File: src/design/fdec_pkg.sv
`timescale 1ns / 1ps

package fdec_pkg;

	localparam int SAMPLE_W    = 24;
	localparam int COEF_W      = 24;
	localparam int TAP_COUNT   = 511;
	localparam int DECIMATION  = 16;
	localparam int TAP_W       = $clog2(TAP_COUNT);
	localparam int DEC_BITS    = $clog2(DECIMATION);
	localparam int PROD_W      = SAMPLE_W + COEF_W;
	localparam int ACC_W       = PROD_W + TAP_W;
	localparam int FRAC_W      = COEF_W - 1;
	localparam int RND_W       = ACC_W - FRAC_W;
	localparam int COUNT_W     = 32;
	localparam int NUMBER_W    = 20;
	localparam int CFG_INDEX_W = 8;
	localparam int CFG_DATA_W  = 32;

	localparam logic [CFG_INDEX_W-1:0] REG_FIRST_EMIT   = CFG_INDEX_W'(0);
	localparam logic [CFG_INDEX_W-1:0] REG_OUTPUT_LIMIT = CFG_INDEX_W'(1);

	localparam logic CMD_SAMPLE = 1'b0;
	localparam logic CMD_COEF   = 1'b1;

	localparam logic [COUNT_W-1:0]  FIRST_EMIT_RESET = COUNT_W'(510);
	localparam logic [NUMBER_W-1:0] LIMIT_RESET      = {NUMBER_W{1'b1}};

	typedef enum logic [1:0] {
		ST_CLEAR,
		ST_IDLE,
		ST_RUN,
		ST_DRAIN
	} state_t;

	typedef struct packed {
		logic valid;
		logic last;
	} issue_t;

	typedef struct packed {
		logic signed [SAMPLE_W-1:0] sample;
		logic                       sat;
	} result_t;

endpackage

File: src/design/fdec_mac.sv
`timescale 1ns / 1ps

module fdec_mac import fdec_pkg::*; (
	input  logic                       clk,
	input  logic                       arst_n,
	input  logic                       start,
	input  issue_t                     issue,
	input  logic signed [SAMPLE_W-1:0] smp,
	input  logic signed [COEF_W-1:0]   coef,
	input  logic                       take,
	output logic                       res_valid,
	output result_t                    res
);

	localparam logic signed [RND_W-1:0] SAT_MAX =
		{{(RND_W-SAMPLE_W+1){1'b0}}, {(SAMPLE_W-1){1'b1}}};
	localparam logic signed [RND_W-1:0] SAT_MIN = ~SAT_MAX;
	localparam logic signed [ACC_W-1:0] RND_BIAS = ACC_W'(1) <<< (FRAC_W - 1);

	logic                      vld_s1, last_s1;
	logic                      vld_s2, last_s2;
	logic                      done_s3;
	logic                      vld_s4;
	logic                      res_valid_q;
	logic signed [PROD_W-1:0]  prod_s2;
	logic signed [ACC_W-1:0]   acc_q;
	logic signed [RND_W-1:0]   rnd_s4;
	logic signed [ACC_W-1:0]   biased;
	logic signed [PROD_W-1:0]  mul;
	result_t                   res_q;

	assign mul    = PROD_W'(smp) * PROD_W'(coef);
	assign biased = acc_q + RND_BIAS;

	always_ff @(posedge clk or negedge arst_n) begin
		if (!arst_n) begin
			vld_s1      <= 1'b0;
			last_s1     <= 1'b0;
			vld_s2      <= 1'b0;
			last_s2     <= 1'b0;
			done_s3     <= 1'b0;
			vld_s4      <= 1'b0;
			res_valid_q <= 1'b0;
		end else begin
			vld_s1  <= issue.valid;
			last_s1 <= issue.valid & issue.last;
			vld_s2  <= vld_s1;
			last_s2 <= last_s1;
			done_s3 <= vld_s2 & last_s2;
			vld_s4  <= done_s3;
			if (vld_s4) begin
				res_valid_q <= 1'b1;
			end else if (take) begin
				res_valid_q <= 1'b0;
			end
		end
	end

	always_ff @(posedge clk) begin
		prod_s2 <= mul;
		if (start) begin
			acc_q <= '0;
		end else if (vld_s2) begin
			acc_q <= acc_q + ACC_W'(prod_s2);
		end
		if (done_s3) begin
			rnd_s4 <= biased[ACC_W-1:FRAC_W];
		end
		if (vld_s4) begin
			if (rnd_s4 > SAT_MAX) begin
				res_q.sample <= SAT_MAX[SAMPLE_W-1:0];
				res_q.sat    <= 1'b1;
			end else if (rnd_s4 < SAT_MIN) begin
				res_q.sample <= SAT_MIN[SAMPLE_W-1:0];
				res_q.sat    <= 1'b1;
			end else begin
				res_q.sample <= rnd_s4[SAMPLE_W-1:0];
				res_q.sat    <= 1'b0;
			end
		end
	end

	assign res_valid = res_valid_q;
	assign res       = res_q;

endmodule

File: config.mk
export PLATFORM = sky130hd
export DESIGN_NAME = fdec_mac
export DESIGN_NICKNAME = d
export VERILOG_FILES = /design/src/design/fdec_pkg.sv /design/src/design/fdec_mac.sv
export SDC_FILE = /design/constraint.sdc
export NUM_CORES = 2
export LEC_CHECK = 0
export BUFFER_PORTS_ARGS = -buffer_cell sky130_fd_sc_hd__clkbuf_2
export CORE_AREA = 2 2 239 218
export DETAILED_ROUTE_END_ITERATION = 12
export DIE_AREA = 0 0 241 220
export GPL_ROUTABILITY_DRIVEN = 0
export GPL_TIMING_DRIVEN = 0
export PLACE_DENSITY_LB_ADDON = 0.05
export SETUP_SLACK_MARGIN = 0.4
export SYNTH_ARGS = -nofsm -noshare
export SYNTH_HDL_FRONTEND = slang
export SYNTH_SLANG_ARGS = --single-unit
File: constraint.sdc
create_clock -name clk -period 8.6 [get_ports clk]
set_clock_uncertainty 0.2 [all_clocks]
set_input_delay 1.72 -clock clk [delete_from_list [all_inputs] [get_ports clk]]
set_output_delay 1.72 -clock clk [all_outputs]
set_load 0.1 [all_outputs]
==> results.cfg <==
[min_path]
min_to = vld_s2$_DFF_PN0_
hold_depth = 0
hold_class = reg -> reg
hold_path_startpoint = vld_s1$_DFF_PN0_

[critical_path]
r2r.worst_path.cells = 13
critPathCaptureType = flip-flop
path_cells = clkbuf_2, clkbuf_4, and2_1, fa_1, inv_1, fa_1, fa_1, fa_1, inv_1, fa_1, fa_1, inv_1, fa_1, inv_1, ha_1, nand3_1, nor3_2, or4_4, and3_4, nor2b_4, a21oi_4, o21ai_2, xor2_1
critPathMaxStageDelay_ps = 650
reg2reg_to = acc_q[56]$_SDFFE_PP0P_
worst-path-stages = 23
critPathMostFrequentCell = fa_1
reg2reg_from = acc_q[0]$_SDFFE_PP0P_
rrSetupSlack_ps = 4840
critPathRequiredTime_ps = 8750
startpoint_type = input port
worst-path-buf-inv = 6
worstSetupStartpoint = smp[21]
critPathMaxFanout = 10
worst-endpoint-arrival_ps = 8450
crit_family = adder cells
crit_path_top_delay_cell = fa_1
critPathKind = in -> reg

[clocking]
path_clk_slew_ps = 70
htree_levels = 4
cts-root-buf = clkbuf_16
cts_made_buffers = 17
cts_hold_buf = 0
insertion_delay_ps = 440
ctsLongestPathBuffers = 2
cts_sinks = 171
cts_tree = done

[placement]
hpwl_um = 69900
placed_area_mm2 = 0.0314
numPortBuffers = 79

[run]
maxCapViolations = 0

[layout]
stdcell_area_mm2 = 0.0341
fillerInstances = 4114
layout-drive-gt1-share_pct = 12.5
diodes = 0
nets = 4235
syn_to_final_growth_pct = 13.6
regArea_mm2 = 0.00405
multiInputGateArea_mm2 = 0.0235

[synthesis]
synth-edff-count = 59
yosysWarnings = 0
synth_ff_type = dfxtp_1
syn-instance-count = 3211
ys_async_sr_fraction_pct = 4.09
synth_top_area_share_pct = 40.5
yosysSeqAreaShare_pct = 13.5
yosysMostFrequentCell = inv_1
syn_nets = 4064
syn_area_mm2 = 0.0300
ys_top_cells_by_count = inv_1 (658), fa_1 (608), nand2_1 (377)
yosys.area.top_type = fa_1
synth_area_per_cell_um2 = 9.36
yosys.cell_types.count = 72
synth-seq-cells = 171
synthTopCellsByArea = fa_1 (41%), inv_1 (8.2%), ha_1 (8.0%), dfxtp_1 (7.0%), and2_1 (6.0%)

[global_route]
grt_usage_pct = 34.4
grt_util_met1_pct = 45.6
grt_start_max_net_pins = 36
grt_antenna_before_repair = 0
grt_first_pass_wirelength_um = 136000
grtUsageMet2_pct = 54.1
grt_overflow = 0
busiest_layer = met2
met3_usage_pct = 8.02
grt_pass1_vias = 24600

[floorplanning]
pin_count = 80
die-area_mm2 = 0.0530
rows = 79
initial_core_util_pct = 59.1
core_area_mm2 = 0.0508
die_x_um = 241
die_y_um = 220

[timing]
setup_viol = 0
finalMaxSlewViolations = 0
fmax_mhz = 121
worst_slew_pin_slew_ps = 1050
whs_ps = 156
hold_viol = 0
fin_crit_ps = 8300
grt_setup_unrepaired = yes
fin_tns_setup_ps = 0
period_share_pct = 96.5
relSlewSlack_pct = 29.7

[route]
drt-initial-drc-count = 1786
drc = 0
ant_nets = 0
via_per_inst = 5.62
drt-total-wl_um = 85900
drt-pass1-iter-count = 5
wire_per_inst_um = 21.0
vias = 22900

[status]
outcome = completed
## final cells by class
class                   instances  area share [%]
multi-input cells            2246            68.9
flip-flops and latches        171            11.9
inverters                     659            7.30
plain buffers                 135            4.06
repair buffers                152            3.55
well taps                     688            2.52
clock buffers                  20            1.47
clock inverters                12           0.345
## worst max path at each step
| stage | to |
|---|---|
| 6_report | prod_s2[46]$_DFF_P_ |
| 5_1_grt | prod_s2[47]$_DFF_P_ |
| 4_1_cts | prod_s2[47]$_DFF_P_ |
| 3_5_place_dp | prod_s2[47]$_DFF_P_ |
| 3_3_place_gp | prod_s2[47]$_DFF_P_ |
| 2_1_floorplan | prod_s2[46]$_DFF_P_ |
## cells in the final DEF, fill, tap and decap left out, types with 34 or more instances in the layout
cell         n
a21o_1      81
a21oi_1     84
and2_1     271
buf_4       70
clkbuf_16   43
clkbuf_2    67
clkbuf_8    34
dfxtp_1    105
edfxtp_1    59
fa_1       581
ha_1       174
inv_1      638
nand2_1    374
nor2_1     108
o21ai_0     63
xnor2_1     90
xor2_1      46
## flip-flops by register name, summed over array words and instances, names as in the netlist
register and cells:
vld_s1 1, vld_s2 1, vld_s4 1, acc_q 57, res_valid 1, last_s2 1
res 25, prod_s2 48, rnd_s4 34, last_s1 1, done_s3 1
## timing repair
action	in CTS	in global routing
pin swaps	61	41
setup endpoints to repair	26	16
resized for setup	341	106
gates cloned	5	1
buffers inserted	49	18
## logic make-up (layout without fill, tap and decap cells)
kind of cell               count (synthesis)  in the layout  synth area share [%]
buffers and inverters                    794            978                  9.94
DFF                                      171            171                  13.5
adders and majority gates                799            799                  48.5
muxes                                     33             33                  1.11
xor gates and xnor gates                 137            137                  3.99
AOI/OAI and AO/OA                        365            365                  8.08
and+or+nand+nor                          912            912                  14.9
## worst register-to-register path, stage by stage, from the launching register on
cell	delay (ps)
dfxtp_1	330
ha_1	170
inv_1	50
fa_1	390
nor2b_1	190
o2111ai_1	210
a2111oi_4	370
nor3b_2	150
o21ai_4	300
a311o_1	240
a21oi_2	100
or3_1	340
o311ai_2	240
mux2_1	350
## through the flow
step	std cells	worst slack (ps)	utilization, %
floorplan	3211	392	-
global placement	3978	-1320	61.8
detailed placement	3978	-1370	61.8
CTS	4064	388	66.5
global route	4083	195	67.2
finish	4083	302	67.2
## metal layers
metal | vias to the layer above | wire (um)
li1 | 10200 | -
met1 | 11400 | 34800
met5 | - | 0
met3 | 232 | 8330
met4 | 0 | 4350
met2 | 1123 | 38400
Power is left out: the tool's default activity adds up to more than one toggle a clock period on the data nets, which glitch-free logic cannot reach.
